--- src/rtl/ubxt_pkg.sv ---
// ----------------------------------------------------------------------------
// ubxt_pkg
// Shared types and constants of the UBX frame tracker: request and status
// codes, framing constants and the job record passed from front to back.
// ----------------------------------------------------------------------------
package ubxt_pkg;

  // request codes of an input item
  localparam logic [1:0] REQ_TX_HDR  = 2'd0;
  localparam logic [1:0] REQ_TX_DATA = 2'd1;
  localparam logic [1:0] REQ_RX_BYTE = 2'd2;

  // receive status codes
  localparam logic [1:0] RX_FAILED       = 2'd0;
  localparam logic [1:0] RX_ACCEPTED     = 2'd1;
  localparam logic [1:0] RX_NOT_ACCEPTED = 2'd2;
  localparam logic [1:0] RX_OTHER        = 2'd3;

  // result kinds
  localparam logic OUT_TX_BYTE   = 1'b0;
  localparam logic OUT_RX_STATUS = 1'b1;

  // configuration register indexes
  localparam logic CFG_NAV_CLASS = 1'b0;
  localparam logic CFG_ACK_CLASS = 1'b1;

  // framing constants
  localparam logic [7:0] SYNC_ONE = 8'hb5;
  localparam logic [7:0] SYNC_TWO = 8'h62;
  localparam logic [15:0] POS_MAX = 16'hffff;
  localparam logic [15:0] MIN_FRAME_LAST = 16'd7;

  // one classified item: up to eight transmit bytes or one status
  typedef struct packed {
    logic            kind;
    logic [2:0]      cnt_m1;
    logic [7:0][7:0] bytes;
    logic [1:0]      status;
    logic [7:0]      cls;
    logic [7:0]      idt;
  } job_t;

  // one result item as it leaves the block
  typedef struct packed {
    logic       kind;
    logic [7:0] tx_byte;
    logic       last;
    logic [1:0] status;
    logic [7:0] cls;
    logic [7:0] idt;
  } result_t;

endpackage

--- src/rtl/ubxt_front.sv ---
// ----------------------------------------------------------------------------
// ubxt_front
// Accepts input items in order, keeps the framing and checksum state of both
// directions and turns each item into at most one job for the back end.
// ----------------------------------------------------------------------------
module ubxt_front (
  input  logic              clk_i,
  input  logic              rst_ni,
  input  logic              accept_i,
  input  logic [1:0]        req_type_i,
  input  logic [7:0]        msg_class_i,
  input  logic [7:0]        msg_ident_i,
  input  logic [15:0]       payload_len_i,
  input  logic [7:0]        data_byte_i,
  input  logic              frame_end_i,
  input  logic              cfg_we_i,
  input  logic              cfg_addr_i,
  input  logic [7:0]        cfg_wdata_i,
  output logic              job_valid_o,
  output ubxt_pkg::job_t    job_o
);

  logic [7:0]  nav_class_q, ack_class_q;
  logic        pend_valid_q, pend_valid_d;
  logic [7:0]  pend_class_q, pend_class_d;
  logic [7:0]  pend_ident_q, pend_ident_d;
  logic [7:0]  tx_sum_a_q, tx_sum_a_d;
  logic [7:0]  tx_sum_b_q, tx_sum_b_d;
  logic [15:0] tx_rem_q, tx_rem_d;
  logic [15:0] rx_pos_q, rx_pos_d;
  logic [7:0]  rx_sum_a_q, rx_sum_a_d;
  logic [7:0]  rx_sum_b_q, rx_sum_b_d;
  logic [7:0]  rx_prev0_q, rx_prev0_d;
  logic [7:0]  rx_prev1_q, rx_prev1_d;
  logic [7:0]  rx_cls_q, rx_cls_d;
  logic [7:0]  rx_idt_q, rx_idt_d;
  logic [7:0]  rx_ack0_q, rx_ack0_d;
  logic [7:0]  rx_ack1_q, rx_ack1_d;

  // header checksum chain over class, id, length low and length high
  logic [7:0] ha1, ha2, ha3, ha4, hb2, hb3, hb4;
  logic [7:0] len_lo, len_hi;
  // payload checksum step
  logic [7:0] pa, pb;
  logic [15:0] rem_dec;
  // receive working values
  logic        rx_sum_on;
  logic [7:0]  ra, rb, cls_n, idt_n, ack0_n, ack1_n;
  logic [1:0]  status;

  assign len_lo = payload_len_i[7:0];
  assign len_hi = payload_len_i[15:8];
  assign ha1 = msg_class_i;
  assign ha2 = ha1 + msg_ident_i;
  assign hb2 = ha1 + ha2;
  assign ha3 = ha2 + len_lo;
  assign hb3 = hb2 + ha3;
  assign ha4 = ha3 + len_hi;
  assign hb4 = hb3 + ha4;

  assign pa      = tx_sum_a_q + data_byte_i;
  assign pb      = tx_sum_b_q + pa;
  assign rem_dec = tx_rem_q - 16'd1;

  assign rx_sum_on = (rx_pos_q >= 16'd4);
  assign ra     = rx_sum_on ? rx_sum_a_q + rx_prev1_q : rx_sum_a_q;
  assign rb     = rx_sum_on ? rx_sum_b_q + ra : rx_sum_b_q;
  assign cls_n  = (rx_pos_q == 16'd2) ? data_byte_i : rx_cls_q;
  assign idt_n  = (rx_pos_q == 16'd3) ? data_byte_i : rx_idt_q;
  assign ack0_n = (rx_pos_q == 16'd6) ? data_byte_i : rx_ack0_q;
  assign ack1_n = (rx_pos_q == 16'd7) ? data_byte_i : rx_ack1_q;

  // classify the item and work out the next state
  always_comb begin
    pend_valid_d = pend_valid_q;
    pend_class_d = pend_class_q;
    pend_ident_d = pend_ident_q;
    tx_sum_a_d   = tx_sum_a_q;
    tx_sum_b_d   = tx_sum_b_q;
    tx_rem_d     = tx_rem_q;
    rx_pos_d     = rx_pos_q;
    rx_sum_a_d   = rx_sum_a_q;
    rx_sum_b_d   = rx_sum_b_q;
    rx_prev0_d   = rx_prev0_q;
    rx_prev1_d   = rx_prev1_q;
    rx_cls_d     = rx_cls_q;
    rx_idt_d     = rx_idt_q;
    rx_ack0_d    = rx_ack0_q;
    rx_ack1_d    = rx_ack1_q;
    status       = ubxt_pkg::RX_FAILED;
    job_valid_o  = 1'b0;
    job_o        = '0;
    case (req_type_i)
      ubxt_pkg::REQ_TX_HDR: begin
        job_valid_o  = 1'b1;
        job_o.kind   = ubxt_pkg::OUT_TX_BYTE;
        job_o.bytes  = {hb4, ha4, len_hi, len_lo, msg_ident_i, msg_class_i,
                        ubxt_pkg::SYNC_TWO, ubxt_pkg::SYNC_ONE};
        job_o.cnt_m1 = (payload_len_i == 16'd0) ? 3'd7 : 3'd5;
        pend_valid_d = 1'b1;
        pend_class_d = msg_class_i;
        pend_ident_d = msg_ident_i;
        tx_sum_a_d   = ha4;
        tx_sum_b_d   = hb4;
        tx_rem_d     = payload_len_i;
      end
      ubxt_pkg::REQ_TX_DATA: begin
        if (tx_rem_q != 16'd0) begin
          job_valid_o  = 1'b1;
          job_o.kind   = ubxt_pkg::OUT_TX_BYTE;
          job_o.bytes  = {8'd0, 8'd0, 8'd0, 8'd0, 8'd0, pb, pa, data_byte_i};
          job_o.cnt_m1 = (rem_dec == 16'd0) ? 3'd2 : 3'd0;
          tx_sum_a_d   = pa;
          tx_sum_b_d   = pb;
          tx_rem_d     = rem_dec;
        end
      end
      ubxt_pkg::REQ_RX_BYTE: begin
        if (!frame_end_i) begin
          rx_sum_a_d = ra;
          rx_sum_b_d = rb;
          rx_cls_d   = cls_n;
          rx_idt_d   = idt_n;
          rx_ack0_d  = ack0_n;
          rx_ack1_d  = ack1_n;
          rx_prev1_d = rx_prev0_q;
          rx_prev0_d = data_byte_i;
          if (rx_pos_q != ubxt_pkg::POS_MAX) begin
            rx_pos_d = rx_pos_q + 16'd1;
          end
        end else begin
          // judge the finished frame
          if (rx_pos_q < ubxt_pkg::MIN_FRAME_LAST || ra != rx_prev0_q ||
              rb != data_byte_i) begin
            status = ubxt_pkg::RX_FAILED;
          end else if (cls_n == nav_class_q) begin
            status = ubxt_pkg::RX_ACCEPTED;
          end else if (cls_n == ack_class_q) begin
            if (pend_valid_q && pend_class_q == ack0_n && pend_ident_q == ack1_n) begin
              pend_valid_d = 1'b0;
              status = (idt_n != 8'd0) ? ubxt_pkg::RX_ACCEPTED
                                       : ubxt_pkg::RX_NOT_ACCEPTED;
            end else begin
              status = ubxt_pkg::RX_FAILED;
            end
          end else begin
            status = ubxt_pkg::RX_OTHER;
          end
          job_valid_o  = 1'b1;
          job_o.kind   = ubxt_pkg::OUT_RX_STATUS;
          job_o.cnt_m1 = 3'd0;
          job_o.status = status;
          job_o.cls    = cls_n;
          job_o.idt    = idt_n;
          // drop the frame state
          rx_pos_d   = '0;
          rx_sum_a_d = '0;
          rx_sum_b_d = '0;
          rx_prev0_d = '0;
          rx_prev1_d = '0;
          rx_cls_d   = '0;
          rx_idt_d   = '0;
          rx_ack0_d  = '0;
          rx_ack1_d  = '0;
        end
      end
      default: begin
        job_valid_o = 1'b0;
      end
    endcase
    if (!accept_i) begin
      job_valid_o = 1'b0;
    end
  end

  // configuration registers
  always_ff @(posedge clk_i or negedge rst_ni) begin
    if (!rst_ni) begin
      nav_class_q <= 8'd1;
      ack_class_q <= 8'd5;
    end else if (cfg_we_i) begin
      case (cfg_addr_i)
        ubxt_pkg::CFG_NAV_CLASS: nav_class_q <= cfg_wdata_i;
        ubxt_pkg::CFG_ACK_CLASS: ack_class_q <= cfg_wdata_i;
        default: nav_class_q <= nav_class_q;
      endcase
    end
  end

  // advance the framing state on each accepted item
  always_ff @(posedge clk_i or negedge rst_ni) begin
    if (!rst_ni) begin
      pend_valid_q <= 1'b0;
      pend_class_q <= '0;
      pend_ident_q <= '0;
      tx_sum_a_q   <= '0;
      tx_sum_b_q   <= '0;
      tx_rem_q     <= '0;
      rx_pos_q     <= '0;
      rx_sum_a_q   <= '0;
      rx_sum_b_q   <= '0;
      rx_prev0_q   <= '0;
      rx_prev1_q   <= '0;
      rx_cls_q     <= '0;
      rx_idt_q     <= '0;
      rx_ack0_q    <= '0;
      rx_ack1_q    <= '0;
    end else if (accept_i) begin
      pend_valid_q <= pend_valid_d;
      pend_class_q <= pend_class_d;
      pend_ident_q <= pend_ident_d;
      tx_sum_a_q   <= tx_sum_a_d;
      tx_sum_b_q   <= tx_sum_b_d;
      tx_rem_q     <= tx_rem_d;
      rx_pos_q     <= rx_pos_d;
      rx_sum_a_q   <= rx_sum_a_d;
      rx_sum_b_q   <= rx_sum_b_d;
      rx_prev0_q   <= rx_prev0_d;
      rx_prev1_q   <= rx_prev1_d;
      rx_cls_q     <= rx_cls_d;
      rx_idt_q     <= rx_idt_d;
      rx_ack0_q    <= rx_ack0_d;
      rx_ack1_q    <= rx_ack1_d;
    end
  end

endmodule

--- src/rtl/ubxt_fifo.sv ---
// ----------------------------------------------------------------------------
// ubxt_fifo
// Short job queue between the front and the back end, held in registers.
// ----------------------------------------------------------------------------
module ubxt_fifo #(
  parameter int unsigned Depth = 4
) (
  input  logic           clk_i,
  input  logic           rst_ni,
  input  logic           wr_en_i,
  input  ubxt_pkg::job_t wr_data_i,
  input  logic           rd_en_i,
  output ubxt_pkg::job_t rd_data_o,
  output logic           full_o,
  output logic           empty_o
);

  localparam int unsigned AddrW = (Depth > 1) ? $clog2(Depth) : 1;
  localparam int unsigned CntW  = $clog2(Depth + 1);
  localparam logic [AddrW-1:0] LastAddr = AddrW'(Depth - 1);
  localparam logic [CntW-1:0]  FullCnt  = CntW'(Depth);

  ubxt_pkg::job_t mem_q [Depth];
  logic [AddrW-1:0] wr_ptr_q, rd_ptr_q;
  logic [CntW-1:0]  cnt_q;
  logic             do_wr, do_rd;

  assign full_o    = (cnt_q == FullCnt);
  assign empty_o   = (cnt_q == '0);
  assign do_wr     = wr_en_i && !full_o;
  assign do_rd     = rd_en_i && !empty_o;
  assign rd_data_o = mem_q[rd_ptr_q];

  // store the incoming job
  always_ff @(posedge clk_i) begin
    if (do_wr) begin
      mem_q[wr_ptr_q] <= wr_data_i;
    end
  end

  // advance pointers and fill count
  always_ff @(posedge clk_i or negedge rst_ni) begin
    if (!rst_ni) begin
      wr_ptr_q <= '0;
      rd_ptr_q <= '0;
      cnt_q    <= '0;
    end else begin
      if (do_wr) begin
        wr_ptr_q <= (wr_ptr_q == LastAddr) ? '0 : wr_ptr_q + 1'b1;
      end
      if (do_rd) begin
        rd_ptr_q <= (rd_ptr_q == LastAddr) ? '0 : rd_ptr_q + 1'b1;
      end
      if (do_wr && !do_rd) begin
        cnt_q <= cnt_q + 1'b1;
      end else if (do_rd && !do_wr) begin
        cnt_q <= cnt_q - 1'b1;
      end
    end
  end

endmodule

--- src/rtl/ubxt_back.sv ---
// ----------------------------------------------------------------------------
// ubxt_back
// Expands the job at the head of the queue into result items, placed one per
// cycle while the receiver keeps popping, into an output register that it drains.
// ----------------------------------------------------------------------------
module ubxt_back (
  input  logic              clk_i,
  input  logic              rst_ni,
  input  logic              head_valid_i,
  input  ubxt_pkg::job_t    head_i,
  output logic              head_pop_o,
  input  logic              pop_i,
  output logic              out_valid_o,
  output ubxt_pkg::result_t out_o
);

  logic              out_valid_q;
  ubxt_pkg::result_t out_q, res_d;
  logic [2:0]        idx_q;
  logic              take, load, last;

  assign take = !out_valid_q || pop_i;
  assign load = take && head_valid_i;
  assign last = (idx_q == head_i.cnt_m1);
  assign head_pop_o = load && last;

  // build the next result from the head job
  always_comb begin
    res_d      = '0;
    res_d.kind = head_i.kind;
    res_d.last = last;
    if (head_i.kind == ubxt_pkg::OUT_RX_STATUS) begin
      res_d.status = head_i.status;
      res_d.cls    = head_i.cls;
      res_d.idt    = head_i.idt;
    end else begin
      res_d.tx_byte = head_i.bytes[idx_q];
    end
  end

  // hold the result until taken, step through the job
  always_ff @(posedge clk_i or negedge rst_ni) begin
    if (!rst_ni) begin
      out_valid_q <= 1'b0;
      idx_q       <= '0;
    end else begin
      if (load) begin
        out_valid_q <= 1'b1;
        idx_q       <= last ? 3'd0 : idx_q + 3'd1;
      end else if (pop_i) begin
        out_valid_q <= 1'b0;
      end
    end
  end

  always_ff @(posedge clk_i) begin
    if (load) begin
      out_q <= res_d;
    end
  end

  assign out_valid_o = out_valid_q;
  assign out_o       = out_q;

endmodule

--- src/rtl/ubx_frame_tx_rx_ack_tracker.sv ---
// ----------------------------------------------------------------------------
// ubx_frame_tx_rx_ack_tracker
// UBX framer and checker with Fletcher-8 checksums and acknowledge tracking.
// ----------------------------------------------------------------------------
// Usage:
//   Input queue: drive an item on the request ports and raise push; it is
//   taken at a clock edge where full is low. One item per cycle is taken
//   while the job queue has room.
//   Output queue: while empty is low the oldest result sits on the result
//   ports; raise pop to take it. Results leave at one per cycle while pop is held.
//   A transmit header yields 6 or 8 results, a payload byte 1 or 3, the last
//   byte of a received frame one status; other items yield none.
//   With the job queue and output register empty, the first result of an item
//   is written into the job queue and then the output register before it shows.
//   Throughput: one item per cycle at the input; the output side drains at most
//   one result per cycle while pop is held, so header bursts back up into the
//   job queue (JobDepth entries) and then raise full.
//   A stalled receiver (pop low) holds the result steady; the front keeps
//   taking items until the queue fills.
//   Reset clears all framing and acknowledge state and restores the class
//   registers to 1 (navigation) and 5 (acknowledge).
//   Configuration: cfg_we_i with cfg_addr_i 0 or 1 writes the class codes.
// ----------------------------------------------------------------------------
module ubx_frame_tx_rx_ack_tracker #(
  parameter int unsigned JobDepth = 4
) (
  input  logic        clk_i,
  input  logic        rst_ni,
  input  logic        push,
  output logic        full,
  input  logic [1:0]  req_type_i,
  input  logic [7:0]  msg_class_i,
  input  logic [7:0]  msg_ident_i,
  input  logic [15:0] payload_len_i,
  input  logic [7:0]  data_byte_i,
  input  logic        frame_end_i,
  output logic        empty,
  input  logic        pop,
  output logic        out_kind_o,
  output logic [7:0]  tx_byte_o,
  output logic        run_last_o,
  output logic [1:0]  rx_status_o,
  output logic [7:0]  rx_class_o,
  output logic [7:0]  rx_ident_o,
  input  logic        cfg_we_i,
  input  logic        cfg_addr_i,
  input  logic [7:0]  cfg_wdata_i
);

  logic              accept, job_valid, fifo_empty, head_pop, out_valid;
  ubxt_pkg::job_t    job, head;
  ubxt_pkg::result_t res;

  assign accept = push && !full;

  ubxt_front u_front (
    .clk_i         (clk_i),
    .rst_ni        (rst_ni),
    .accept_i      (accept),
    .req_type_i    (req_type_i),
    .msg_class_i   (msg_class_i),
    .msg_ident_i   (msg_ident_i),
    .payload_len_i (payload_len_i),
    .data_byte_i   (data_byte_i),
    .frame_end_i   (frame_end_i),
    .cfg_we_i      (cfg_we_i),
    .cfg_addr_i    (cfg_addr_i),
    .cfg_wdata_i   (cfg_wdata_i),
    .job_valid_o   (job_valid),
    .job_o         (job)
  );

  ubxt_fifo #(
    .Depth (JobDepth)
  ) u_fifo (
    .clk_i     (clk_i),
    .rst_ni    (rst_ni),
    .wr_en_i   (job_valid),
    .wr_data_i (job),
    .rd_en_i   (head_pop),
    .rd_data_o (head),
    .full_o    (full),
    .empty_o   (fifo_empty)
  );

  ubxt_back u_back (
    .clk_i        (clk_i),
    .rst_ni       (rst_ni),
    .head_valid_i (!fifo_empty),
    .head_i       (head),
    .head_pop_o   (head_pop),
    .pop_i        (pop),
    .out_valid_o  (out_valid),
    .out_o        (res)
  );

  assign empty       = !out_valid;
  assign out_kind_o  = res.kind;
  assign tx_byte_o   = res.tx_byte;
  assign run_last_o  = res.last;
  assign rx_status_o = res.status;
  assign rx_class_o  = res.cls;
  assign rx_ident_o  = res.idt;

endmodule
--- config.mk ---
export PLATFORM = sky130hd
export DESIGN_NAME = ubx_frame_tx_rx_ack_tracker
export DESIGN_NICKNAME = d
export VERILOG_FILES = /design/src/rtl/ubxt_pkg.sv /design/src/rtl/ubxt_front.sv /design/src/rtl/ubxt_fifo.sv /design/src/rtl/ubxt_back.sv /design/src/rtl/ubx_frame_tx_rx_ack_tracker.sv
export SDC_FILE = /design/constraint.sdc
export NUM_CORES = 1
export LEC_CHECK = 0
export BUFFER_PORTS_ARGS = -buffer_cell sky130_fd_sc_hd__buf_2
export CORE_MARGIN = 10
export CORE_UTILIZATION = 55
export CTS_CLUSTER_SIZE = 24
export DETAILED_ROUTE_END_ITERATION = 10
export PLACE_DENSITY = 0.83
export SYNTH_ARGS = -nofsm -noshare
export SYNTH_HDL_FRONTEND = slang
export SYNTH_SLANG_ARGS = --single-unit
--- constraint.sdc ---
create_clock -name clk_i -period 5.8 [get_ports clk_i]
set_input_delay 0 -clock clk_i [delete_from_list [all_inputs] [get_ports clk_i]]
set_output_delay 0 -clock clk_i [all_outputs]
set_load 0.01 [all_outputs]
==> summary.md, run 1 <==
STA classifies the critical path endpoint as a flip-flop. Across all register-to-register paths, the minimum setup slack is 810 ps. The endpoint identified for the worst register-to-register timing path is u_fifo.mem_q[3][17]$_DFFE_PP_. Counting every net in the synthesized netlist gives 2094.

TritonCTS built the clock tree. Routability-driven placement finished with a final weighted congestion of 0.900. At the pin with the least slew margin, the transition time is 1150 ps. The via density per instance works out to 6.32. The internal portion of the total power is 9.78 mW. Terminating pin of the worst hold path: u_front.rx_ack1_q[2]$_DFFE_PN0P_.

The run gives 2728 as the post-layout instance count excluding filler cells. Detailed routing inserted a total of 17300 vias. At the worst endpoint, the arrival time is 5880 ps. Summed over all layers, the routed wires come to 66400 um. The logs give 2224 for the net count of the finished layout and 103000 um for the global-route wire length before repair. In this run the horizontal extent of the chip is 236 um. The tightest min-delay check is of the in -> reg type. The global router's overall resource usage was 0.236. The number of global-route vias before repair is 17500.

Sorting the synthesized cells by area gives the leading types as sky130_fd_sc_hd__edfxtp_1, sky130_fd_sc_hd__dfrtp_1, sky130_fd_sc_hd__mux4_2. During I/O placement, the number of pins put on the boundary was 87. The number of clock sinks is 524.

The share of the clock period used by the worst path was 0.923. The portion of total power attributed to combinational logic was 0.407; the number of synthesized flops with an enable pin was 368. The floorplan has 79 rows. Counting instances, the worst hold path has a depth of 3. The proportion of power drawn by the clock network is 0.226, and the worst-case reg-to-reg path depth is 17. The async set or reset register ratio after synthesis came out at 0.298. The worst path in the final design needs a cycle of 5360 ps, including I/O delays and setup.

The total area inside the core boundary comes to 0.0464 mm2. The finished cells cover 0.0290 mm2. The tools report the sequential share of power as 0.367. The tool flagged a number of max-cap violations equal to 0.

Summed over all cells, the static leakage comes to 11.1 nW. The critical path required time is 6330 ps, and the share of post-route cells with drive strength above 1 is 0.164. For this run, the leading register cell type out of synthesis is sky130_fd_sc_hd__edfxtp_1. The critical path contains buffers and inverters numbering 4 combined. The logs give 1948 for the gate count after technology mapping and 0 for the count of nets left with antenna violations after detail routing.

The first-pass iteration count of the detailed router is 6, and the count of port buffers added during placement is 86. The power spent charging and discharging nets is 5.61 mW. The worst reg2reg path startpoint was u_front.rx_sum_a_q[0]$_DFFE_PN0P_. The worst setup path is launched from an input pin.

The violation count after the first detailed-route iteration came out at 2398. Among cell families on the critical path, the largest total delay comes from adder cells. Adding up every negative setup slack in the final design gives 0 ps. Based on the critical path, the design can be clocked at up to 187 MHz. Counting flops and latches in the post-synthesis netlist gives 524. In this run the vertical extent of the chip is 236 um. The number of levels the H-tree was split into was 2. In the routed design, unresolved DRC markers number 0. The count of pins over their slew limit was 0. The worst-path maximum fanout is 5. Library cell occupying the most area in the post-synthesis netlist: sky130_fd_sc_hd__edfxtp_1. No sink is reached through more buffers than the 3 on the longest clock path. The Yosys step of the flow raised 0 warnings. The tools report the source-to-sink clock delay at the later pin of the worst-skew pair as 610 ps. The largest individual stage delay along the critical path comes from the cell sky130_fd_sc_hd__fa_1.

The placed instances occupy a cell area of 0.0267 mm2. On the worst path, the slowest cell contributes a delay of 570 ps. Setup repair after global routing left no endpoint under its margin. The number of distinct standard cells referenced by the synthesized netlist was 81; the number of buffers created by CTS was 52.

By startpoint and endpoint, the worst setup path is classified as in -> reg. The share of the yosys chip area belonging to registers came out at 0.584. Clock-pin slew was measured on the worst setup and hold paths at 70 ps. The number of antenna diodes in the final layout is 0. The utilization after layout was 0.626.

The growth of design area from synthesis to finish is 13.2%, and the total congestion overflow after global routing is 0. The flow ran to the end, and the final reports show no timing, DRC or antenna violations. The final hold violation count is 0. The initial standard-cell utilization of the core is 0.553.

Beginning of the worst hold path: frame_end_i. The remaining max-slew budget at the tightest pin is 0.220, and the buffers inserted during post-CTS setup optimization is 0. Entering global routing, the biggest net connects 97 pins. The detailed placement HPWL was 42100 um; the placed instance count was 2572. Full die area: 0.0556 mm2. The switching share of total power was 0.365.

Dividing the synthesized area by the synthesized cell count gives 13.2 um2. The area share of the largest cell type after synthesis is 0.431. In this run the power density over the cells is 530 mW/mm2. Root cell of the clock tree: sky130_fd_sc_hd__clkbuf_16. The initial antenna violation count was 3. Traced cell by cell, the critical path runs through dlygate4sd3_1, buf_2, ha_1, fa_1, inv_1, fa_1, xnor2_1, ha_1, nor2b_1, o21ai_0, nand2b_1, xnor2_1, fa_1, fa_1, inv_1, ha_1, a21oi_1, o21bai_1, a21oi_1, xnor2_1, xnor2_1, or2_2, a21oi_1. Setup violations remaining at the end of the flow were counted as 0. In this run the cell area of the synthesized design comes to 0.0256 mm2. The clock arrives with 22.0 ps of skew. In the final routed layout, each cell accounts on average for 24.3 um. The worst voltage drop across the vdd grid was 314 uV.
layout make-up:
cell class	count	area [um2]
Clock buffer	64	1350
Sequential cell	524	15000
Fill cell	3232	17300
Inverter	85	319
Clock inverter	33	408
Tap cell	607	759
Multi-Input combinational cell	1243	9990
Timing Repair Buffer	172	1230
metrics by stage:
step	worst slack, ps	hold slack (ps)	power [mW]
after floorplan	1000	-296	10.1
after global placement	557	162	11.5
after detailed placement	423	171	11.8
after CTS	473	28.5	15.4
after global routing	11.8	81.6	16.3
final	444	67.9	15.4
routing by layer:
layer / global-route usage / up-vias / part of all wire
met3: 0.0472 / 199 / 0.097
met2: 0.385 / 998 / 0.49
met5: 0 / - / 0.00069
met4: 0.0824 / 6 / 0.032
li1: - / 7503 / -
met1: 0.309 / 8548 / 0.38
repair_timing:
item	CTS	global route
setup endpoints to repair	0	5
gates resized for setup	0	1
hold buffers	59	0
hold endpoints to repair	271	0
cell families after synthesis:
family	count (synthesis)	synth area share
buf+inv	181	0.0275
simple gates	544	0.105
flops	524	0.584
mux	145	0.107
compound gates	347	0.0855
xor+xnor	118	0.0414
fa+ha+maj	89	0.0496
cells in the mapped netlist (all sizes together) (16+ instances only):
cell type / n
xnor2: 66
mux2i: 21
a21oi: 75
nand2: 180
dfrtp: 153
inv: 85
nand3: 28
a22oi: 28
mux2: 23
xor2: 50
ha: 68
mux4: 101
fa: 21
and2: 59
o21ai: 120
nand4: 16
nor4: 21
edfxtp: 368
clkbuf: 68
nand2b: 24
nor3: 28
nor2: 127
a21o: 17
buf: 28
power by group through the flow:
stage                     Clock, mW  Sequential, mW  Combinational, mW
after floorplan                   0            5.48               4.62
after global placement            0            5.62               5.89
after detailed placement          0            5.68               6.11
after CTS                      3.51            5.64               6.22
after global routing           3.66            5.73               6.89
final                          3.48            5.64               6.27
worst min-delay path: stages:
cell and delay, ps:
sky130_fd_sc_hd__buf_2 90, sky130_fd_sc_hd__buf_4 300, sky130_fd_sc_hd__o21ai_0 230
cells in the final DEF (no fill, tap or decap), types with 28 or more instances in the layout:
master                          instances
sky130_fd_sc_hd__and2_1                55
sky130_fd_sc_hd__nand2_1              180
sky130_fd_sc_hd__nor2_1               125
sky130_fd_sc_hd__clkbuf_16             52
sky130_fd_sc_hd__mux4_2               101
sky130_fd_sc_hd__edfxtp_1             368
sky130_fd_sc_hd__a21oi_1               75
sky130_fd_sc_hd__o21ai_0              115
sky130_fd_sc_hd__dfrtp_1              151
sky130_fd_sc_hd__dlygate4sd3_1         59
sky130_fd_sc_hd__nand3_1               28
sky130_fd_sc_hd__xnor2_1               66
sky130_fd_sc_hd__xor2_1                49
sky130_fd_sc_hd__ha_1                  68
sky130_fd_sc_hd__a22oi_1               28
sky130_fd_sc_hd__buf_2                 85
sky130_fd_sc_hd__inv_1                 84
registers in the layout, summed over array words and instances, names as in the netlist, 3 cells and up:
signal                cells
u_back.out_o             28
u_front.nav_class_q       8
u_front.rx_prev1_q        8
u_front.pend_ident_q      8
u_front.rx_idt_q          8
u_front.tx_sum_b_q        8
u_fifo.mem_q            340
u_fifo.cnt_q              3
u_front.rx_pos_q         16
u_front.rx_prev0_q        8
u_front.tx_rem_q         16
u_back.idx_q              3
u_front.pend_class_q      8
u_front.rx_ack1_q         8
u_front.rx_ack0_q         8
u_front.rx_cls_q          8
u_front.tx_sum_a_q        8
u_front.rx_sum_a_q        8
u_front.ack_class_q       8
u_front.rx_sum_b_q        8
worst max-delay path by stage:
stage              startpoint                           endpoint  slack, ps  depth (start not counted)
3_5_place_dp   msg_class_i[0]  u_front.tx_sum_b_q[7]$_DFFE_PN0P_        420                         25
2_1_floorplan  msg_class_i[0]  u_front.tx_sum_b_q[7]$_DFFE_PN0P_       1000                         22
4_1_cts        msg_class_i[0]  u_front.tx_sum_b_q[7]$_DFFE_PN0P_        470                         26
5_1_grt        msg_class_i[0]  u_front.tx_sum_b_q[7]$_DFFE_PN0P_         10                         26
6_report       msg_class_i[0]  u_front.tx_sum_b_q[7]$_DFFE_PN0P_        440                         23
3_3_place_gp   msg_class_i[0]  u_front.tx_sum_b_q[7]$_DFFE_PN0P_        560                         22
(Power assumes the default switching activity.)
==> inputs of run 2 (changes only) <==
CORE_MARGIN = default   (was 10)
REMOVE_ABC_BUFFERS = 1   (was default)
SYNTH_HIERARCHICAL = 1   (was default)
==> summary.md, run 2 <==
The flow ran to the end, and the final reports show no timing, DRC or antenna violations. Kind of critical path: in -> reg. For the global routing met3 resource utilization, the log shows 0.0593.

The total area inside the core boundary comes to 0.0466 mm2. For the remaining max-slew budget at the tightest pin, the log shows 0.236. The commonest cells after synthesis are sky130_fd_sc_hd__edfxtp_1, sky130_fd_sc_hd__nand2_1, sky130_fd_sc_hd__dfrtp_1.

The most common cell after layout, fill and taps aside is sky130_fd_sc_hd__edfxtp_1. The post-route cell area was 0.0291 mm2; the flip-flop count of the largest register, all copies and words added was 344. The register containing the most flip-flops in the final layout is u_fifo/mem_q. The worst-path maximum fanout works out to 5. In the post-synthesis netlist, the biggest area contributors are sky130_fd_sc_hd__edfxtp_1, sky130_fd_sc_hd__dfrtp_1, sky130_fd_sc_hd__mux4_2.

The number of synthesis warnings is 6, and the area share of the largest cell type after synthesis is 0.430. After detailed routing, the number of remaining DRC violations is 0. The logs give 17500 for the number of global-route vias before repair and 0 for the count of endpoints failing setup in the final report. The share of post-route cells with drive strength above 1 was 0.157.

For the share of the yosys chip area belonging to registers, the log shows 0.581. The async set or reset register ratio after synthesis came out at 0.295. Counting cells, the worst reg-to-reg path comes to 18. The critical path required time is 6110 ps.

For the number of clock sinks, the log shows 528. Entering global routing, the biggest net connects 96 pins. Root cell of the clock tree: sky130_fd_sc_hd__clkbuf_16. The analysis attributes to cell leakage a power of 11.3 nW.

The run gives 87 as the number of primary I/O pins. Launch point of the worst path: msg_class_i[0]. The area growth from synthesis to layout is 12.1%. For the final database, setup skew stands at 20.5 ps. The critical path launch point type is an input pin.

The worst voltage drop across the vdd grid is 349 uV, and the initial antenna violation count is 3. In the layout the commonest cells are sky130_fd_sc_hd__edfxtp_1, sky130_fd_sc_hd__nand2_1, sky130_fd_sc_hd__dfrtp_1. The first global-routing pass estimated 99800 um of wire. In the final design database the tool counted 2225 nets. Along the worst hold path, the cell count comes to 3.

The worst register-to-register path has a setup slack of 1040 ps. The count of pins over their slew limit was 0; the total congestion overflow after global routing was 0. In the final routed layout, each cell accounts on average for 23.4 um. TritonCTS built the clock tree. For the pin with the worst max-slew slack, the measured transition is 1150 ps. The run gives 0.0481 mm2 as the full die area. STA classifies the critical path endpoint as a flip-flop. Synthesis produced 1962 cells.

For the pre-CTS setup slack, the log shows 895 ps. The die is 219 um wide. The sum of routed wire length over all layers is 64000 um. The initial standard-cell utilization of the core is 0.558. In this run the power density over the cells is 505 mW/mm2.

The mapped netlist covers 0.0260 mm2. Based on the critical path, the design can be clocked at up to 202 MHz. In this run the most used layer during global routing was met2. The clock slew seen by the registers of the worst setup and hold paths works out to 70 ps.

The first detailed-routing pass ran for 6 iterations. The clock reaches the later pin of the worst-skew pair after 610 ps. Setup slack on the critical path of the routed design comes to 848 ps.

The tools report the via total after detailed routing as 17200. The clock passes through at most 3 buffers. The vertical die dimension is 219 um. Among all cell types in the netlist, the one instantiated most often is sky130_fd_sc_hd__edfxtp_1.

Setup repair after global routing left no endpoint under its margin. The count of port buffers added during placement is 86. The tools report the fraction of met2 tracks used by global routing as 0.431.

The type of the most critical hold path was in -> reg. The violation count after the first detailed-route iteration is 1927. In this run, post-CTS repair resized a total of 0 instances. The standard-cell row count was 79. The number of clock buffers added by TritonCTS is 53. Routability-driven placement finished with a final weighted congestion of 0.942. The placed instances occupy a cell area of 0.0268 mm2.

The number of levels the H-tree was split into came out at 2. The most used flip-flop cell after synthesis is sky130_fd_sc_hd__edfxtp_1. The tools report the global routing usage on met1 as 0.374.

Once placement completed, the tool counted placed cells totaling 2573. The share of the clock period used by the worst path is 0.854. In this run the critical register-to-register path is launched from u_front/rx_sum_a_q[0]$_DFFE_PN0P_. In this run the mean area of a mapped cell was 13.2 um2. The startpoint identified for the worst hold timing path is req_type_i[0].

Across the run, the number of max-cap violations was 0. After detailed routing, the number of vias per cell comes to 6.31. The synthesized netlist contains 82 unique library cells. After synthesis the netlist holds a flip-flop and latch count of 528. The library cell occupying the most area in the post-synthesis netlist is sky130_fd_sc_hd__edfxtp_1. STA puts the critical path data arrival time at 5260 ps. The global router's overall resource usage is 0.274. Once detail routing completed, the nets flagged for antenna violations numbered 0. The logs give 41000 um for the detailed placement HPWL and 0 for the final hold violation count.

The final critical path time including I/O delays and setup is 4950 ps. For this run, the number of standard cells in the final layout without fillers is 2732. In this run, synthesis inferred 372 flip-flops with an integrated enable.
[run 2: changes by cell type in the layout (fill, tap and decap cells not counted), sizes merged, moves of 6 or more]
cell,before,now
o21ai,120,127
a21oi,75,90
and2,59,52
xnor2,66,56
nand2b,24,14
mux2,23,29
mux2i,21,27
a22oi,28,42
nand3b,9,1
nor3,28,35
a21boi,13,1
[run 2: final cells by class]
type / instances / area (um2)
Clock inverter: 32 / 310
Timing Repair Buffer: 166 / 1180
Tap cell: 607 / 759
Inverter: 91 / 342
Fill cell: 3300 / 17500
Clock buffer: 68 / 1390
Sequential cell: 528 / 15100
Antenna cell: 1 / 2.50
Multi-Input combinational cell: 1239 / 10000
[run 2: worst paths after layout]
kind                                                       endpoint
max in group asynchronous       u_front/pend_class_q[2]$_DFFE_PN0P_
worst max register to register        u_fifo/mem_q[1][17]$_DFFE_PP_
min in group asynchronous               u_back/idx_q[2]$_DFFE_PN0P_
worst max-delay path                  u_fifo/mem_q[2][81]$_DFFE_PP_
worst min-delay path                  u_fifo/mem_q[0][36]$_DFFE_PP_
worst min register to register    u_front/tx_sum_a_q[4]$_DFFE_PN0P_
[run 2: per-stage QoR]
stage | util | hold WS, ps | TNS (ps) | power, mW
detailed placement | 0.576 | 159 | 0 | 11.2
global route | 0.625 | 36.5 | 0 | 15.5
floorplan | - | -296 | -31.1 | 9.73
global placement | 0.576 | 158 | 0 | 11.0
finish | 0.625 | 52.3 | 0 | 14.7
CTS | 0.625 | 11.7 | 0 | 14.7
[run 2: timing repair]
item / 4_1_cts / 5_1_grt
buffers inserted: 0 / 0
hold buffers: 58 / 0
endpoints found under the hold margin: 293 / 0
[run 2: layer usage]
| metal | up-vias | routed length, um | part of all wire |
|---|---|---|---|
| li1 | 7537 | - | - |
| met1 | 8620 | 25800 | 0.40 |
| met2 | 896 | 30200 | 0.47 |
| met3 | 185 | 5590 | 0.087 |
| met4 | 4 | 2370 | 0.037 |
| met5 | - | 20 | 0.00031 |
[run 2: worst max-delay path, stage by stage]
cell and delay, ps:
sky130_fd_sc_hd__dlygate4sd3_1 560, sky130_fd_sc_hd__buf_2 170, sky130_fd_sc_hd__ha_1 200, sky130_fd_sc_hd__inv_1 60, sky130_fd_sc_hd__fa_1 390, sky130_fd_sc_hd__xnor2_1 290, sky130_fd_sc_hd__ha_1 320, sky130_fd_sc_hd__nor2b_1 140
sky130_fd_sc_hd__o21ai_0 150, sky130_fd_sc_hd__nand2b_1 110, sky130_fd_sc_hd__xor2_1 180, sky130_fd_sc_hd__ha_1 370, sky130_fd_sc_hd__nand2_1 70, sky130_fd_sc_hd__o21ai_0 270, sky130_fd_sc_hd__nor2_1 90, sky130_fd_sc_hd__xor2_1 330
sky130_fd_sc_hd__fa_1 460, sky130_fd_sc_hd__inv_1 80, sky130_fd_sc_hd__ha_1 230, sky130_fd_sc_hd__inv_1 90, sky130_fd_sc_hd__o21bai_1 70, sky130_fd_sc_hd__a21oi_1 190, sky130_fd_sc_hd__xnor2_1 170, sky130_fd_sc_hd__xnor2_1 160
sky130_fd_sc_hd__nor2_1 110
[run 2: logic make-up after synthesis]
family	share of synthesized area
buffers and inverters	0.0336
flip-flops	0.581
AO/OA/AOI/OAI	0.0872
AND/OR/NAND/NOR	0.0984
multiplexers	0.113
XOR/XNOR	0.0377
adder cells (fa/ha/maj)	0.0490
[run 2: report_power, final]
part	internal, mW	switching, mW	leakage (nW)
Sequential	5.09	0.553	5.29
Clock	1.93	1.45	0.828
Combinational	2.48	3.19	5.13
Total	9.49	5.20	11.3
